<file path="src/rtl/core/clpd_pkg.sv">
// Package for the command/length/payload deframer.
// Holds result kinds, register indexes, queue entry and result word types.
// No dependencies.
package clpd_pkg;

  localparam int unsigned CFG_IDX_W  = 1;
  localparam int unsigned CFG_DATA_W = 16;

  localparam logic [15:0] TIMEOUT_RESET = 16'd500;
  localparam logic [15:0] LIMIT_RESET   = 16'd4096;

  typedef enum logic [CFG_IDX_W-1:0] {
    REG_TIMEOUT = 1'b0,
    REG_LIMIT   = 1'b1
  } cfg_reg_t;

  typedef enum logic [1:0] {
    KIND_BYTE    = 2'd0,
    KIND_EMPTY   = 2'd1,
    KIND_TOO_BIG = 2'd2,
    KIND_ABANDON = 2'd3
  } kind_t;

  typedef enum logic {
    OP_BYTE = 1'b0,
    OP_TICK = 1'b1
  } op_t;

  // One classified word on its way from front to back.
  typedef struct packed {
    op_t        op;
    logic [7:0] data;
    logic       expired;
  } q_entry_t;

  typedef struct packed {
    kind_t       kind;
    logic [7:0]  frame_code;
    logic [7:0]  data_byte;
    logic [15:0] byte_index;
    logic [15:0] frame_length;
    logic        last;
  } result_t;

endpackage

</file>
<file path="src/rtl/core/clpd_if.sv">
// Channel interfaces for the deframer: input words and result words.
// Depends on clpd_pkg.
interface clpd_item_if;
  logic       valid;
  logic       ready;
  logic       command;
  logic [7:0] rx_byte;

  modport source (output valid, output command, output rx_byte, input ready);
  modport sink (input valid, input command, input rx_byte, output ready);
endinterface

interface clpd_result_if;
  logic                valid;
  logic                ready;
  clpd_pkg::kind_t     kind;
  logic [7:0]          frame_code;
  logic [7:0]          data_byte;
  logic [15:0]         byte_index;
  logic [15:0]         frame_length;
  logic                last;

  modport source (output valid, output kind, output frame_code, output data_byte,
                  output byte_index, output frame_length, output last, input ready);
  modport sink (input valid, input kind, input frame_code, input data_byte,
                input byte_index, input frame_length, input last, output ready);
endinterface

</file>
<file path="src/rtl/core/clpd_queue.sv">
// Small register FIFO of classified words between front and back.
// Depends on clpd_pkg.
module clpd_queue #(
  parameter int unsigned DEPTH = 4
) (
  input  logic               clk,
  input  logic               rst,
  input  logic               push,
  input  clpd_pkg::q_entry_t push_entry,
  output logic               full,
  input  logic               pop,
  output logic               nonempty,
  output clpd_pkg::q_entry_t head
);

  localparam int unsigned AW = (DEPTH > 1) ? $clog2(DEPTH) : 1;
  localparam int unsigned CW = $clog2(DEPTH + 1);

  clpd_pkg::q_entry_t slots [DEPTH];
  logic [AW-1:0] wr_ptr;
  logic [AW-1:0] rd_ptr;
  logic [CW-1:0] count;

  assign full     = (count == CW'(DEPTH));
  assign nonempty = (count != '0);
  assign head     = slots[rd_ptr];

  always_ff @(posedge clk) begin
    if (push) begin
      slots[wr_ptr] <= push_entry;
    end
  end

  always_ff @(posedge clk) begin
    if (rst) begin
      wr_ptr <= '0;
      rd_ptr <= '0;
      count  <= '0;
    end else begin
      if (push) begin
        wr_ptr <= (wr_ptr == AW'(DEPTH - 1)) ? '0 : wr_ptr + 1'b1;
      end
      if (pop) begin
        rd_ptr <= (rd_ptr == AW'(DEPTH - 1)) ? '0 : rd_ptr + 1'b1;
      end
      case ({push, pop})
        2'b10:   count <= count + 1'b1;
        2'b01:   count <= count - 1'b1;
        default: count <= count;
      endcase
    end
  end

endmodule

</file>
<file path="src/rtl/core/clpd_front.sv">
// Front end: accepts input words, keeps the idle tick count and tags each
// tick with whether the timeout has been passed. Depends on clpd_pkg.
module clpd_front #(
  parameter int unsigned IDLE_COUNT_BITS = 16
) (
  input  logic               clk,
  input  logic               rst,
  input  logic               item_valid,
  input  logic               item_command,
  input  logic [7:0]         item_rx_byte,
  output logic               item_ready,
  input  logic [15:0]        timeout_ticks,
  input  logic               q_full,
  output logic               q_push,
  output clpd_pkg::q_entry_t q_entry
);

  localparam int unsigned CMP_W = (IDLE_COUNT_BITS > 16) ? IDLE_COUNT_BITS : 16;

  logic [IDLE_COUNT_BITS-1:0] idle_count;
  logic [IDLE_COUNT_BITS-1:0] idle_count_next;
  logic                       is_tick;

  assign item_ready = !q_full;
  assign q_push     = item_valid && !q_full;
  assign is_tick    = (item_command == clpd_pkg::OP_TICK);

  always_comb begin
    if (!is_tick) begin
      idle_count_next = '0;
    end else if (&idle_count) begin
      idle_count_next = idle_count;  // saturate
    end else begin
      idle_count_next = idle_count + 1'b1;
    end
  end

  always_comb begin
    q_entry.op      = is_tick ? clpd_pkg::OP_TICK : clpd_pkg::OP_BYTE;
    q_entry.data    = item_rx_byte;
    q_entry.expired = is_tick &&
                      (CMP_W'(idle_count_next) > CMP_W'(timeout_ticks));
  end

  always_ff @(posedge clk) begin
    if (rst) begin
      idle_count <= '0;
    end else if (q_push) begin
      idle_count <= idle_count_next;
    end
  end

endmodule

</file>
<file path="src/rtl/core/clpd_back.sv">
// Back end: frame parser state machine and the registered result word.
// Depends on clpd_pkg.
module clpd_back (
  input  logic               clk,
  input  logic               rst,
  input  logic               q_nonempty,
  input  clpd_pkg::q_entry_t q_head,
  output logic               q_pop,
  input  logic [15:0]        payload_limit,
  output logic               res_valid,
  input  logic               res_ready,
  output clpd_pkg::result_t  res
);

  typedef enum logic [3:0] {
    PH_CMD     = 4'b0001,
    PH_LEN_LO  = 4'b0010,
    PH_LEN_HI  = 4'b0100,
    PH_PAYLOAD = 4'b1000
  } phase_t;

  phase_t      phase, phase_next;
  logic [7:0]  held_code, held_code_next;
  logic [15:0] held_length, held_length_next;
  logic [15:0] received_count, received_count_next;
  logic        emit;
  clpd_pkg::result_t res_next;
  logic [16:0] idx_inc;

  // Take the head whenever the result register is free or being drained.
  assign q_pop   = q_nonempty && (!res_valid || res_ready);
  assign idx_inc = {1'b0, received_count} + 17'd1;

  always_comb begin
    phase_next          = phase;
    held_code_next      = held_code;
    held_length_next    = held_length;
    received_count_next = received_count;
    emit                = 1'b0;
    res_next            = '0;
    res_next.frame_code = held_code;

    if (q_head.op == clpd_pkg::OP_TICK) begin
      if (phase != PH_CMD && q_head.expired) begin
        phase_next            = PH_CMD;
        emit                  = 1'b1;
        res_next.kind         = clpd_pkg::KIND_ABANDON;
        res_next.byte_index   = received_count;
        res_next.frame_length = held_length;
        res_next.last         = 1'b1;
      end
    end else begin
      case (phase)
        PH_CMD: begin
          held_code_next      = q_head.data;
          held_length_next    = '0;
          received_count_next = '0;
          phase_next          = PH_LEN_LO;
        end
        PH_LEN_LO: begin
          held_length_next = {8'd0, q_head.data};
          phase_next       = PH_LEN_HI;
        end
        PH_LEN_HI: begin
          held_length_next      = {q_head.data, held_length[7:0]};
          received_count_next   = '0;
          res_next.frame_length = held_length_next;
          res_next.last         = 1'b1;
          if (held_length_next == '0) begin
            phase_next    = PH_CMD;
            emit          = 1'b1;
            res_next.kind = clpd_pkg::KIND_EMPTY;
          end else if (held_length_next > payload_limit) begin
            phase_next    = PH_CMD;
            emit          = 1'b1;
            res_next.kind = clpd_pkg::KIND_TOO_BIG;
          end else begin
            phase_next = PH_PAYLOAD;
          end
        end
        PH_PAYLOAD: begin
          emit                  = 1'b1;
          res_next.kind         = clpd_pkg::KIND_BYTE;
          res_next.data_byte    = q_head.data;
          res_next.byte_index   = received_count;
          res_next.frame_length = held_length;
          res_next.last         = (idx_inc >= {1'b0, held_length});
          received_count_next   = idx_inc[15:0];
          if (res_next.last) begin
            phase_next = PH_CMD;
          end
        end
        default: begin
          phase_next = PH_CMD;
        end
      endcase
    end
  end

  always_ff @(posedge clk) begin
    if (rst) begin
      phase          <= PH_CMD;
      held_code      <= '0;
      held_length    <= '0;
      received_count <= '0;
      res_valid      <= 1'b0;
    end else begin
      if (q_pop) begin
        phase          <= phase_next;
        held_code      <= held_code_next;
        held_length    <= held_length_next;
        received_count <= received_count_next;
        res_valid      <= emit;
      end else if (res_ready) begin
        res_valid <= 1'b0;
      end
    end
  end

  always_ff @(posedge clk) begin
    if (q_pop && emit) begin
      res <= res_next;
    end
  end

endmodule

</file>
<file path="src/rtl/core/cmd_length_payload_deframer.sv">
// Command/length/payload deframer. Throughput: one word per cycle while the result
// register is free or being drained. An accepted word is written into the queue, and
// the back end then parses it from there and, for a result, loads the result register.
// Reset (rst, synchronous, active high) returns the parser to command wait,
// clears the idle tick count and queue, and loads timeout 500 and limit 4096.
// Depends on clpd_pkg, clpd_if, clpd_queue, clpd_front and clpd_back.
module cmd_length_payload_deframer #(
  parameter int unsigned IDLE_COUNT_BITS = 16,
  parameter int unsigned QUEUE_DEPTH     = 4
) (
  input  logic                                clk,
  input  logic                                rst,
  clpd_item_if.sink                           item,
  clpd_result_if.source                       result,
  input  logic                                cfg_we,
  input  logic [clpd_pkg::CFG_IDX_W-1:0]      cfg_index,
  input  logic [clpd_pkg::CFG_DATA_W-1:0]     cfg_data
);

  // Configuration registers; the user must write them only while the block is idle.
  logic [15:0] timeout_ticks;
  logic [15:0] payload_limit;

  // Queue hookup between the front end and the back end.
  logic               q_full;
  logic               q_push;
  logic               q_pop;
  logic               q_nonempty;
  clpd_pkg::q_entry_t q_entry;
  clpd_pkg::q_entry_t q_head;
  clpd_pkg::result_t  res;

  always_ff @(posedge clk) begin
    if (rst) begin
      timeout_ticks <= clpd_pkg::TIMEOUT_RESET;
      payload_limit <= clpd_pkg::LIMIT_RESET;
    end else if (cfg_we) begin
      case (clpd_pkg::cfg_reg_t'(cfg_index))
        clpd_pkg::REG_TIMEOUT: timeout_ticks <= cfg_data;
        clpd_pkg::REG_LIMIT:   payload_limit <= cfg_data;
        default: ;
      endcase
    end
  end

  // Front: accept words, track idle ticks, flag expired ticks.
  clpd_front #(
    .IDLE_COUNT_BITS (IDLE_COUNT_BITS)
  ) u_front (
    .clk           (clk),
    .rst           (rst),
    .item_valid    (item.valid),
    .item_command  (item.command),
    .item_rx_byte  (item.rx_byte),
    .item_ready    (item.ready),
    .timeout_ticks (timeout_ticks),
    .q_full        (q_full),
    .q_push        (q_push),
    .q_entry       (q_entry)
  );

  // Hold classified words so the front keeps accepting during output stalls until full.
  clpd_queue #(
    .DEPTH (QUEUE_DEPTH)
  ) u_queue (
    .clk        (clk),
    .rst        (rst),
    .push       (q_push),
    .push_entry (q_entry),
    .full       (q_full),
    .pop        (q_pop),
    .nonempty   (q_nonempty),
    .head       (q_head)
  );

  // Back: advance the frame parser and register one result word.
  clpd_back u_back (
    .clk           (clk),
    .rst           (rst),
    .q_nonempty    (q_nonempty),
    .q_head        (q_head),
    .q_pop         (q_pop),
    .payload_limit (payload_limit),
    .res_valid     (result.valid),
    .res_ready     (result.ready),
    .res           (res)
  );

  assign result.kind         = res.kind;
  assign result.frame_code   = res.frame_code;
  assign result.data_byte    = res.data_byte;
  assign result.byte_index   = res.byte_index;
  assign result.frame_length = res.frame_length;
  assign result.last         = res.last;

  // Every result other than a payload byte closes its frame.
  a_nonbyte_last: assert property (@(posedge clk) disable iff (rst)
    result.valid && result.kind != clpd_pkg::KIND_BYTE |-> result.last)
    else $error("non-payload result without last");

  // A payload byte always lies inside the declared length.
  a_index_in_frame: assert property (@(posedge clk) disable iff (rst)
    result.valid && result.kind == clpd_pkg::KIND_BYTE |->
      result.byte_index < result.frame_length)
    else $error("payload index beyond frame length");

  // Only payload bytes carry data.
  a_data_zero: assert property (@(posedge clk) disable iff (rst)
    result.valid && result.kind != clpd_pkg::KIND_BYTE |-> result.data_byte == 8'd0)
    else $error("data on a non-payload result");

  // Reset drops any pending result.
  a_reset_clears: assert property (@(posedge clk) rst |=> !result.valid)
    else $error("result valid after reset");

endmodule

</file>
<file path="src/flat_wrapper.sv">
// flat-port wrapper written by rule: the top's interface ports become plain ports
module cmd_length_payload_deframer_flat 
#(
  parameter int unsigned IDLE_COUNT_BITS = 16,
  parameter int unsigned QUEUE_DEPTH     = 4
)
  (clk, rst, cfg_we, cfg_index, cfg_data, item_valid, item_command, item_rx_byte, item_ready, result_valid, result_kind, result_frame_code, result_data_byte, result_byte_index, result_frame_length, result_last, result_ready);
  clpd_item_if item_i ();
  clpd_result_if result_i ();
  input  logic clk;
  input  logic rst;
  input  logic cfg_we;
  input  logic [clpd_pkg::CFG_IDX_W-1:0] cfg_index;
  input  logic [clpd_pkg::CFG_DATA_W-1:0] cfg_data;
  input wire logic [$bits(item_i.valid)-1:0] item_valid;
  input wire logic [$bits(item_i.command)-1:0] item_command;
  input wire logic [$bits(item_i.rx_byte)-1:0] item_rx_byte;
  output wire logic [$bits(item_i.ready)-1:0] item_ready;
  output wire logic [$bits(result_i.valid)-1:0] result_valid;
  output wire logic [$bits(result_i.kind)-1:0] result_kind;
  output wire logic [$bits(result_i.frame_code)-1:0] result_frame_code;
  output wire logic [$bits(result_i.data_byte)-1:0] result_data_byte;
  output wire logic [$bits(result_i.byte_index)-1:0] result_byte_index;
  output wire logic [$bits(result_i.frame_length)-1:0] result_frame_length;
  output wire logic [$bits(result_i.last)-1:0] result_last;
  input wire logic [$bits(result_i.ready)-1:0] result_ready;
  assign item_i.valid = item_valid;
  assign item_i.command = item_command;
  assign item_i.rx_byte = item_rx_byte;
  assign item_ready = item_i.ready;
  assign result_valid = result_i.valid;
  assign result_kind = result_i.kind;
  assign result_frame_code = result_i.frame_code;
  assign result_data_byte = result_i.data_byte;
  assign result_byte_index = result_i.byte_index;
  assign result_frame_length = result_i.frame_length;
  assign result_last = result_i.last;
  assign result_i.ready = result_ready;
  cmd_length_payload_deframer #(.IDLE_COUNT_BITS(IDLE_COUNT_BITS), .QUEUE_DEPTH(QUEUE_DEPTH)) u_core (.clk(clk), .rst(rst), .item(item_i), .result(result_i), .cfg_we(cfg_we), .cfg_index(cfg_index), .cfg_data(cfg_data));
endmodule
</file>
<file path="config.mk">
export PLATFORM = sky130hd
export DESIGN_NAME = cmd_length_payload_deframer_flat
export DESIGN_NICKNAME = d
export VERILOG_FILES = /design/src/rtl/core/clpd_pkg.sv /design/src/rtl/core/clpd_if.sv /design/src/rtl/core/clpd_queue.sv /design/src/rtl/core/clpd_front.sv /design/src/rtl/core/clpd_back.sv /design/src/rtl/core/cmd_length_payload_deframer.sv /design/src/flat_wrapper.sv
export SDC_FILE = /design/constraint.sdc
export NUM_CORES = 1
export LEC_CHECK = 0
export BUFFER_PORTS_ARGS = -buffer_cell sky130_fd_sc_hd__buf_2
export CAP_MARGIN = 0
export CORE_ASPECT_RATIO = 0.9
export CORE_UTILIZATION = 60
export CTS_BUF_LIST = sky130_fd_sc_hd__clkbuf_8
export CTS_CLUSTER_SIZE = 30
export DETAILED_ROUTE_END_ITERATION = 6
export GPL_TIMING_DRIVEN = 1
export PLACE_DENSITY = 0.84
export SLEW_MARGIN = 15
export SYNTH_ARGS = -nofsm -noshare
export SYNTH_HDL_FRONTEND = slang
export SYNTH_SLANG_ARGS = --single-unit
</file>
<file path="constraint.sdc">
create_clock -name clk -period 4.9 [get_ports clk]
set_clock_uncertainty 0.2 [all_clocks]
set_input_delay 0.245 -clock clk [delete_from_list [all_inputs] [get_ports clk]]
set_output_delay 0.245 -clock clk [all_outputs]
set_load 0.005 [all_outputs]
</file>
# Word-level counts from Yosys, hierarchy flattened
# Memories as Yosys holds them, arrays and structs flattened. A register that Yosys moved wholly into a read port is not among the register bits.
# Index checks and enable logic that the tools add are counted.
totals:
  regBits: 151
  latchBits: 0
  mem_bits_rw: 40
  rom_bits: 0
  in_bits: 31
  wordCells: 103
  memories: 1
memory_table:
  columns: ["memory", "depth", "width", "read_ports", "rd_clocked_by_memory_dff", "write_ports", "line", "text"]
  rows:
  - ["u_core.u_queue.slots", 4, 10, 1, 1, 1, "clpd_queue.sv:19", "clpd_pkg::q_entry_t slots [DEPTH];"]
op_classes:
  add_sub_neg: 6
  mul: 0
  div: 0
  n_lt_le_gt_ge: 3
  n_eq_ne: 12
  shift: 0
  n_mux: 34
  n_bitwise: 4
  n_reduce_logical: 25
op_table:
  columns: ["cell", "n"]
  rows:
  - ["33-bit two-way mux", 2]
  - ["16-bit two-way mux", 3]
  - ["16-bit case mux with 3 select lines", 1]
  - ["17-bit case mux with 2 select lines", 1]
  - ["16-bit greater-than comparator", 2]
  - ["16-bit case mux with 2 select lines", 1]
  - ["4-bit two-way mux", 5]
  - ["2-bit two-way mux", 9]
  - ["16-bit by 1-bit adder with 17-bit output, second input constant", 1]
  - ["17-bit by 16-bit >= comparator with 1-bit output", 1]
  - ["16-bit by 1-bit adder with 16-bit output, second input constant", 1]
  - ["16-bit logical NOT", 1]
  - ["4-bit case mux with 4 select lines", 1]
  - ["16-bit AND reduction", 1]
  - ["3-bit AND reduction", 4]
  - ["1-bit two-way mux", 9]
  - ["2-bit nonzero test", 4]
  - ["2-bit == test, second input constant", 3]
  - ["3-bit case mux with 2 select lines", 1]
  - ["3-bit nonzero test", 2]
  - ["1-bit logical AND", 5]
  - ["2-bit by 1-bit adder with 2-bit output, second input constant", 2]
  - ["4-bit by 1-bit == test with 1-bit output, second input constant", 1]
  - ["4-bit by 2-bit == test with 1-bit output, second input constant", 1]
  - ["other kinds (16)", 22]

# Depth between registers and ports, before layout
# Gate-level depths: netlist of the first run.
logic_depth:
  depth_word: 6
  depth_mapped: 15
  ltp_nobuf: 14

# By module
# From an unflattened synthesis of the first run, not the netlist that was laid out.
unflattened:
  cells_unflattened: 953
  hier_area_um2: 9808.2
by_module_without_submodules:
  columns: ["module", "n_inst", "cells_per_inst", "area_per_inst_um2", "seq_area_each_um2"]
  rows:
  - ["clpd_back", 1, 493, 4847.1, 2432.3]
  - ["clpd_queue", 1, 100, 1891.8, 1381.3]
  - ["clpd_front", 1, 227, 1702.9, 320.3]
  - ["cmd_length_payload_deframer", 1, 133, 1366.3, 640.6]

# Least setup slack after synthesis of the first run
# Ideal clock, no wire load.
synth_timing:
  path_kind: "flip-flop to flip-flop"
  start: "register (tool-made name)"
  end: "register, netlist name u_core.u_back.res[0]"
  setup_ns: 0.405
  arrival_time_ns: 3.509
  required_ns: 4.295
  setup_slack_ns: 0.786
  path_stages_with_launch: 11
  path_buffers: 1
  period_less_slack_ns: 4.114
  cell_sequence: "dfxtp_1 buf_6 mux4_1 ha_1 nand4_1 nor4_1 a21boi_0 o31a_1 o21ai_2 a21o_1 inv_1"

==> summary.md, run 1 <==
| Metric | Value |
|---|---|
| Max clock buf depth | `2` |
| Total of flip-flops plus latches after synthesis | `193` |
| WL per Instance | `16.7 um` |
| Leading cell types by total area after synthesis | `sky130_fd_sc_hd__edfxtp_1 (30%), sky130_fd_sc_hd__dfxtp_1 (22%), sky130_fd_sc_hd__ha_1 (7.6%)` |
| Number of maximum-capacitance violations | `0` |
| Largest family of logic cells by synthesized area | `simple AND/OR/NAND/NOR gates` |
| Count of distinct cell types in the synthesized netlist | `63` |
| Number of clock sinks seen by CTS | `193` |
| Starting DRT DRC Count | `594` |
| Total count of hold-check failures in the final report | `0` |
| Critical path's top delay family | `compound AO/OA/AOI/OAI gates` |
| Post-route cell area | `10,600 um2` |
| Synth cell count leaders | `sky130_fd_sc_hd__nor2_1 (103), sky130_fd_sc_hd__dfxtp_1 (102), sky130_fd_sc_hd__nand2_1 (92), sky130_fd_sc_hd__edfxtp_1 (91), sky130_fd_sc_hd__a21oi_1 (90)` |
| Count of antenna diodes in the layout | `0` |
| Critical Path Sink | `u_core.u_queue.slots[3][0]` |
| Weighted congestion at the end of routability-driven global placement | `0.914` |
| Simple-gate area share of the yosys netlist | `0.180` |
| Area of the core | `14,900 um2` |
| Clock tree from TritonCTS | `done` |
| Standard cell with the maximum stage delay on the critical path | `sky130_fd_sc_hd__a31oi_1` |
| Gr ovfl total | `0` |
| Sequential fraction of the synthesis area | `0.517` |
| Worst R2R Path Depth | `14` |
| Gate Count Post-Synth | `925` |
| Latest clock arrival within the worst-skew pair | `0.49 ns` |
| Largest net degree at the start of global routing | `65` |
| Residual DRC | `0` |
| Startpoint types | `register` |
| Syn_area_per_cell | `9.99 um2` |
| Initial Util | `0.621` |
| Post-layout instance count excluding filler cells | `1,229` |
| Area share of the largest cell type after synthesis | `0.296` |
| WP data required | `4.90 ns` |
| Placed instance area | `9790 um2` |
| Number of placement rows | `42` |
| Synth area leader | `sky130_fd_sc_hd__edfxtp_1` |
| Async set-or-reset flop fraction in the synthesized netlist | `0` |
| Element type at the critical path end | `register` |
| Post-layout min period | `4.14 ns` |
| P per Cell Area | `422 nW/um2` |
| Wire length of the first global-routing pass | `33.2 mm` |
| Number of cells on the worst hold path | `2` |
| Fmax | `0.242 GHz` |
| Warning count from the yosys run | `0` |
| Share of the core filled with cells in the final layout | `0.710` |
| RSZ-0062 raised after global routing | `no` |
| Cells along the critical path | `ha_1, and2_1, and4_1, a31oi_1, nand3_1, xnor2_1, nor2_1, ha_1, a21o_1, a21o_1, a21oi_1, o21ai_0, a2111oi_0, nor4_1` |
| CTS H-tree depth | `4` |
| Maximum VDD drop | `0.236 mV` |
| Pre-antenna DRT Iters | `5` |
| Share of synthesized area spent on multiplexers | `0.0339` |
| Count of nets left with antenna violations after detail routing | `0` |
| IO Count | `84` |
| Post-CTS Repair Setup Buffers | `0` |
| Count of flip-flops with a built-in enable after synthesis | `91` |
| Kind of critical path | `register to register` |
| Total GRT Usage | `0.271` |
| Final sum of negative setup slack | `0 ns` |
| Arrival time at the worst endpoint | `4.14 ns` |
| Netlist area before placement | `9240 um2` |
| Via Count | `7,172` |
| Crit-path max cell delay | `0.50 ns` |
| Total CTS buffers | `17` |
| Crit path from | `u_core.u_front.idle_count[0]` |
| Cell count along the critical path | `14` |
| Port buffer count | `83` |
| Synthesized-area fraction occupied by ao, oa, aoi and oai cells | `0.121` |
| Most repeated cell in the gate-level netlist after synthesis | `sky130_fd_sc_hd__nor2_1` |
| Final hold slack | `0.0863 ns` |
| Number of antenna violations at the first check in global routing | `0` |
| Final-stage net count | `1,106` |
| Area Overhead vs Synth | `14.3%` |
| Via count of the first global-routing pass | `6,879` |
| Placed wire-length estimate | `14.3 mm` |
| Clk root buf | `sky130_fd_sc_hd__clkbuf_8` |
| Placed cells | `1,171` |
| Ratio of final minimum period to clock period | `0.845` |
| Leak pwr | `4.11 nW` |
| Result of the run | `finished, final reports clean` |
| Slew headroom | `0.299` |
| Final number of max-transition violations | `0` |
| Worst reg-to-reg setup slack | `0.76 ns` |
| Nets in the synthesized netlist | `1,013` |
| Wirelength, routed | `20.5 mm` |
| WP buf/inv | `0` |
| Primary flip-flop cell chosen by synthesis mapping | `sky130_fd_sc_hd__dfxtp_1` |
| Parity-gate share of the synthesized area counting xor and xnor cells | `0.0275` |
| Number of setup violations in the final report | `0` |
| Share of cells above drive strength 1 | `0.136` |
| Worst min path class | `input port to register` |
| Full die area | `15,900 um2` |
| Actual slew at the worst max-slew pin | `1.04 ns` |
| Clock-pin transition on the worst setup and hold timing paths | `0.10 ns` |
| Highest net fanout along the worst path | `8` |
| Average via count per standard cell | `5.84` |
| Reg-to-reg startpoint | `u_core.u_front.idle_count[0]` |
| Die height | `120 um` |
| Worst r2r dst | `u_core.u_queue.slots[3][0]` |
| Die X-Extent | `133 um` |
| Post-synthesis share of cell area spent on full adders, half adders and majority gates | `0.0780` |
[state kept, by name (all words and copies together) (netlist names), 3 cells and up, named ones only]
name,flops
u_core.payload_limit,16
u_core.timeout_ticks,16
u_core.u_back.held_code,8
u_core.u_back.held_length,16
u_core.u_back.phase,4
u_core.u_back.received_count,16
u_core.u_back.res,51
u_core.u_front.idle_count,16
u_core.u_queue.count,3
u_core.u_queue.slots,40
[cell families after synthesis]
group / Yosys count
AO/OA/AOI/OAI: 183
buffers and inverters: 101
XOR/XNOR: 29
multiplexers: 18
adder cells (fa/ha/maj): 57
flip-flops: 193
AND/OR/NAND/NOR: 344
[power breakdown]
group / internal (mW) / switching [mW] / total, mW
clock: 0.725 / 0.558 / 1.28
sequential: 1.95 / 0.121 / 2.07
combinational: 0.422 / 0.679 / 1.10
total: 3.10 / 1.36 / 4.46
[metal layers]
metal | vias to the layer above | global-route usage | share of wire
met5 | - | 0 | 0
met1 | 3376 | 0.325 | 0.41
met2 | 278 | 0.459 | 0.49
li1 | 3455 | - | -
met4 | 0 | 0.134 | 0.037
met3 | 63 | 0.0613 | 0.060
[placed cells by master, fill, tap and decap left out, types with 16 or more instances in the layout]
cell type                         n
sky130_fd_sc_hd__nor2_1         103
sky130_fd_sc_hd__o21ai_0         20
sky130_fd_sc_hd__and3_1          16
sky130_fd_sc_hd__nor3_1          18
sky130_fd_sc_hd__edfxtp_1        91
sky130_fd_sc_hd__a21oi_1         90
sky130_fd_sc_hd__nand2_1         92
sky130_fd_sc_hd__clkbuf_8        18
sky130_fd_sc_hd__a21o_1          16
sky130_fd_sc_hd__buf_2           83
sky130_fd_sc_hd__dfxtp_1        102
sky130_fd_sc_hd__ha_1            56
sky130_fd_sc_hd__xor2_1          16
sky130_fd_sc_hd__dlygate4sd3_1   26
sky130_fd_sc_hd__inv_1           58
sky130_fd_sc_hd__and2_1          29
sky130_fd_sc_hd__nand3_1         33
[layout make-up]
cell class,instances,area [um2]
multi-input combinational,631,4070
sequential,193,4770
timing repair buffer,116,741
clock inverter,14,260
fill,1060,4310
clock buffer,18,248
inverter,59,221
tap,198,248
[metrics by stage]
stage | total power [mW] | setup slack (ns)
2_1_floorplan | 2.82 | 0.786
3_3_place_gp | 3.14 | 0.991
3_5_place_dp | 3.18 | 0.856
4_1_cts | 4.46 | 0.833
5_1_grt | 4.66 | 0.462
6_report | 4.46 | 0.762
[how the worst min path moves through the flow]
| stage | to | start | slack [ns] |
|---|---|---|---|
| after floorplan | u_core.u_queue.slots[0][1] | item_rx_byte[0] | 0.14 |
| after global placement | u_core.u_back.res[44] | u_core.u_back.held_code[3] | 0.23 |
| after detailed placement | u_core.u_back.res[46] | u_core.u_back.held_code[5] | 0.22 |
| after CTS | u_core.timeout_ticks[13] | cfg_index | 0.06 |
| after global routing | u_core.u_queue.count[1] | rst | 0.11 |
| final | u_core.u_front.idle_count[7] | rst | 0.09 |
[timing repair]
action	in CTS	in global routing
hold endpoints to repair	71	0
hold buffers	26	0
resized for setup	0	0
Note: power is estimated with default switching activity, not from simulation.
==> run 2: changes to the inputs <==
ABC_AREA = 1   (was default)
clock period = 3.94 ns   (was 4.9 ns; I/O delays follow)
==> run 2 against run 1 <==
Routed wire length grew 1.6%. Via count grew 6.2%. Critical path type unchanged. Largest cell class unchanged. Non-clock buffer count is the same. Count of clock-buffer cells in the layout grew 2. Power grew 57%. Largest power group unchanged. Clock power is essentially flat. Synthesized cell count grew 14%.
==> summary.md, run 2 <==
| Metric | Value |
|---|---|
| Final-stage net count | `1,243 (was 1,106)` |
| Residual DRC | `0 (unchanged)` |
| Wire length of the first global-routing pass | `34.0 mm (was 33.2 mm)` |
| Crit-path max cell delay | `0.46 ns (was 0.50 ns)` |
| Total GRT Usage | `0.268 (was 0.271)` |
| Full die area | `16,300 um2 (was 15,900 um2)` |
| Netlist area before placement | `9500 um2 (was 9240 um2)` |
| Gr ovfl total | `0 (unchanged)` |
| Clock tree from TritonCTS | `done (unchanged)` |
| Average via count per standard cell | `5.56 (was 5.84)` |
| Weighted congestion at the end of routability-driven global placement | `0.939 (was 0.914)` |
| Nets in the synthesized netlist | `1,141 (was 1,013)` |
| Area share of the largest cell type after synthesis | `0.288 (was 0.296)` |
| Port buffer count | `83 (unchanged)` |
| Commonest cells after routing, fill and taps aside | `sky130_fd_sc_hd__nand2_1 (163), sky130_fd_sc_hd__inv_1 (141), sky130_fd_sc_hd__a21oi_1 (104) (was sky130_fd_sc_hd__nor2_1 (103), sky130_fd_sc_hd__dfxtp_1 (102), sky130_fd_sc_hd__nand2_1 (92))` |
| Count of distinct cell types in the synthesized netlist | `53 (was 63)` |
| Die height | `121 um (was 120 um)` |
| Flip-flop count of the largest register, all copies and words added | `51 (unchanged)` |
| Slew headroom | `0.324 (was 0.299)` |
| Largest registers | `u_core.u_back.res x51, u_core.u_queue.slots x40 (unchanged)` |
| Latest clock arrival within the worst-skew pair | `0.48 ns (was 0.49 ns)` |
| Post-layout min period | `3.45 ns (was 4.14 ns)` |
| Standard cell with the maximum stage delay on the critical path | `sky130_fd_sc_hd__dfxtp_1 (was sky130_fd_sc_hd__a31oi_1)` |
| Count of nets left with antenna violations after detail routing | `0 (unchanged)` |
| CTS H-tree depth | `4 (unchanged)` |
| Sequential fraction of the synthesis area | `0.503 (was 0.517)` |
| Number of antenna violations at the first check in global routing | `0 (unchanged)` |
| Async set-or-reset flop fraction in the synthesized netlist | `0 (unchanged)` |
| Element type at the critical path end | `register (unchanged)` |
| Total count of hold-check failures in the final report | `0 (unchanged)` |
| Synth area leader | `sky130_fd_sc_hd__edfxtp_1 (unchanged)` |
| Fmax | `0.290 GHz (was 0.242 GHz)` |
| Warning count from the yosys run | `0 (unchanged)` |
| IO Count | `84 (unchanged)` |
| Kind of critical path | `register to register (unchanged)` |
| Actual slew at the worst max-slew pin | `1.01 ns (was 1.04 ns)` |
| Count of antenna diodes in the layout | `0 (unchanged)` |
| Most repeated cell in the gate-level netlist after synthesis | `sky130_fd_sc_hd__nand2_1 (was sky130_fd_sc_hd__nor2_1)` |
| Die X-Extent | `135 um (was 133 um)` |
| Area Overhead vs Synth | `12.8% (was 14.3%)` |
| Worst reg-to-reg setup slack | `0.49 ns (was 0.76 ns)` |
| Via count of the first global-routing pass | `7,043 (was 6,879)` |
| Most common cell after layout, fill and taps aside | `sky130_fd_sc_hd__nand2_1 (was sky130_fd_sc_hd__nor2_1)` |
| Count of flip-flops with a built-in enable after synthesis | `91 (unchanged)` |
| Area of the core | `15,400 um2 (was 14,900 um2)` |
| Clock-pin transition on the worst setup and hold timing paths | `0.10 ns (about the same)` |
| Maximum VDD drop | `0.350 mV (was 0.236 mV)` |
| Synth cell count leaders | `sky130_fd_sc_hd__nand2_1 (163), sky130_fd_sc_hd__inv_1 (139), sky130_fd_sc_hd__a21oi_1 (104), sky130_fd_sc_hd__dfxtp_1 (102), sky130_fd_sc_hd__edfxtp_1 (91) (was sky130_fd_sc_hd__nor2_1 (103), sky130_fd_sc_hd__dfxtp_1 (102), sky130_fd_sc_hd__nand2_1 (92), sky130_fd_sc_hd__edfxtp_1 (91), sky130_fd_sc_hd__a21oi_1 (90))` |
| Placed wire-length estimate | `14.6 mm (was 14.3 mm)` |
| Primary flip-flop cell chosen by synthesis mapping | `sky130_fd_sc_hd__dfxtp_1 (unchanged)` |
| Cells along the critical path | `inv_2, nand3_1, nand2_1, inv_1, ha_1, nand4_1, nor3_1, nand2_1, nand2_1, nand2_1, nand2_1, nand2_1, nand2_1, nand2_1, inv_2, buf_12 (was ha_1, and2_1, and4_1, a31oi_1, nand3_1, xnor2_1, nor2_1, ha_1, a21o_1, a21o_1, a21oi_1, o21ai_0, a2111oi_0, nor4_1)` |
| Number of clock sinks seen by CTS | `193 (unchanged)` |
| Number of placement rows | `43 (was 42)` |
| CP dominant cell by count | `sky130_fd_sc_hd__nand2_1` |
| Gate Count Post-Synth | `1,053 (was 925)` |
| Number of setup violations in the final report | `0 (unchanged)` |
| Startpoint types | `register (unchanged)` |
| Ratio of final minimum period to clock period | `0.876 (was 0.845)` |
| Number of maximum-capacitance violations | `0 (unchanged)` |
| Max clock buf depth | `2 (unchanged)` |
| Starting DRT DRC Count | `571 (was 594)` |
| Worst min path class | `input port to register (unchanged)` |
| Total power consumption of the routed design | `7.01 mW (was 4.46 mW)` |
| RSZ-0062 raised after global routing | `no (unchanged)` |
| Leak pwr | `4.57 nW (was 4.11 nW)` |
| Largest net degree at the start of global routing | `68 (was 65)` |
| Syn_area_per_cell | `9.02 um2 (was 9.99 um2)` |
| Share of cells above drive strength 1 | `0.163 (was 0.136)` |
| Arrival time at the worst endpoint | `3.41 ns (was 4.14 ns)` |
| Wirelength, routed | `20.8 mm (was 20.5 mm)` |
| Pre-antenna DRT Iters | `5 (unchanged)` |
| Result of the run | `finished, final reports clean (unchanged)` |
| Total CTS buffers | `17 (unchanged)` |
| Leading cell types by total area after synthesis | `sky130_fd_sc_hd__edfxtp_1 (29%), sky130_fd_sc_hd__dfxtp_1 (21%), sky130_fd_sc_hd__ha_1 (7.4%) (was sky130_fd_sc_hd__edfxtp_1 (30%), sky130_fd_sc_hd__dfxtp_1 (22%), sky130_fd_sc_hd__ha_1 (7.6%))` |
| Highest net fanout along the worst path | `51 (was 8)` |
| Clk root buf | `sky130_fd_sc_hd__clkbuf_8 (unchanged)` |
| Final sum of negative setup slack | `0 ns (unchanged)` |
| Total of flip-flops plus latches after synthesis | `193 (unchanged)` |
| WL per Instance | `15.2 um (was 16.7 um)` |
| Initial Util | `0.615 (was 0.621)` |
| Largest register by flop count | `u_core.u_back.res (unchanged)` |
| Via Count | `7,619 (was 7,172)` |
| P per Cell Area | `655 nW/um2 (was 422 nW/um2)` |
| Final hold slack | `0.0318 ns (was 0.0863 ns)` |
| WP data required | `3.90 ns (was 4.90 ns)` |
| Final number of max-transition violations | `0 (unchanged)` |
-- run 2: final timing paths --
| path | startpoint | endpoint | cells after the start |
|---|---|---|---|
| setup / recovery | register | u_core.u_back.res[18] | 16 |
| hold / removal | cfg_index | u_core.timeout_ticks[7] | 4 |
| setup reg to reg | register | u_core.u_back.res[18] | 16 |
| hold reg to reg | u_core.u_back.held_code[6] | u_core.u_back.res[47] | 0 |
-- run 2: kinds of logic after synthesis --
kind of cell / share of synthesized area
fa+ha+maj: 0.0759
xor+xnor: 0.0146
buf+inv: 0.0792
flops: 0.503
compound gates: 0.148
simple gates: 0.180
-- run 2: layer usage --
metal | GRT usage | routed length (um)
met1 | 0.358 | 9380
met2 | 0.426 | 9580
met3 | 0.0581 | 1300
met4 | 0.105 | 540
met5 | 0 | 0
-- run 2: final cells by class --
cell class	count	area, um2
clock buffers	20	275
multi-input cells	674	3970
repair buffers	116	743
well taps	202	253
clock inverters	12	118
fillers	1166	4730
inverters	153	574
flip-flops and latches	193	4770
-- run 2: repair_timing --
| action | 4_1_cts | 5_1_grt |
|---|---|---|
| buffers inserted | 0 | 0 |
| hold buffers | 27 | 0 |
| resized for setup | 0 | 0 |
| endpoints found under the hold margin | 82 | 0 |
-- run 2: stage by stage --
| step | setup slack, ns | utilization | cells | instance area, um2 |
|---|---|---|---|---|
| 6_report | 0.488 | 0.694 | 1370 | 10700 |
| 5_1_grt | 0.256 | 0.694 | 1370 | 10700 |
| 2_1_floorplan | 0.547 | - | 1053 | 9500 |
| 4_1_cts | 0.537 | 0.694 | 1370 | 10700 |
| 3_5_place_dp | 0.556 | 0.651 | 1311 | 10000 |
| 3_3_place_gp | 0.593 | 0.651 | 1311 | 10000 |
-- run 2: power breakdown --
part           internal [mW]  switching, mW
registers               2.69          0.224
logic                  0.942           1.87
clock network          0.607          0.678
-- run 2: worst max-delay path: cells and delay by family (launching register included) --
family        cells  cell delay (ns)
simple gates     11             1.34
buf+inv           4             0.74
flops             1             0.46
fa+ha+maj         1             0.34
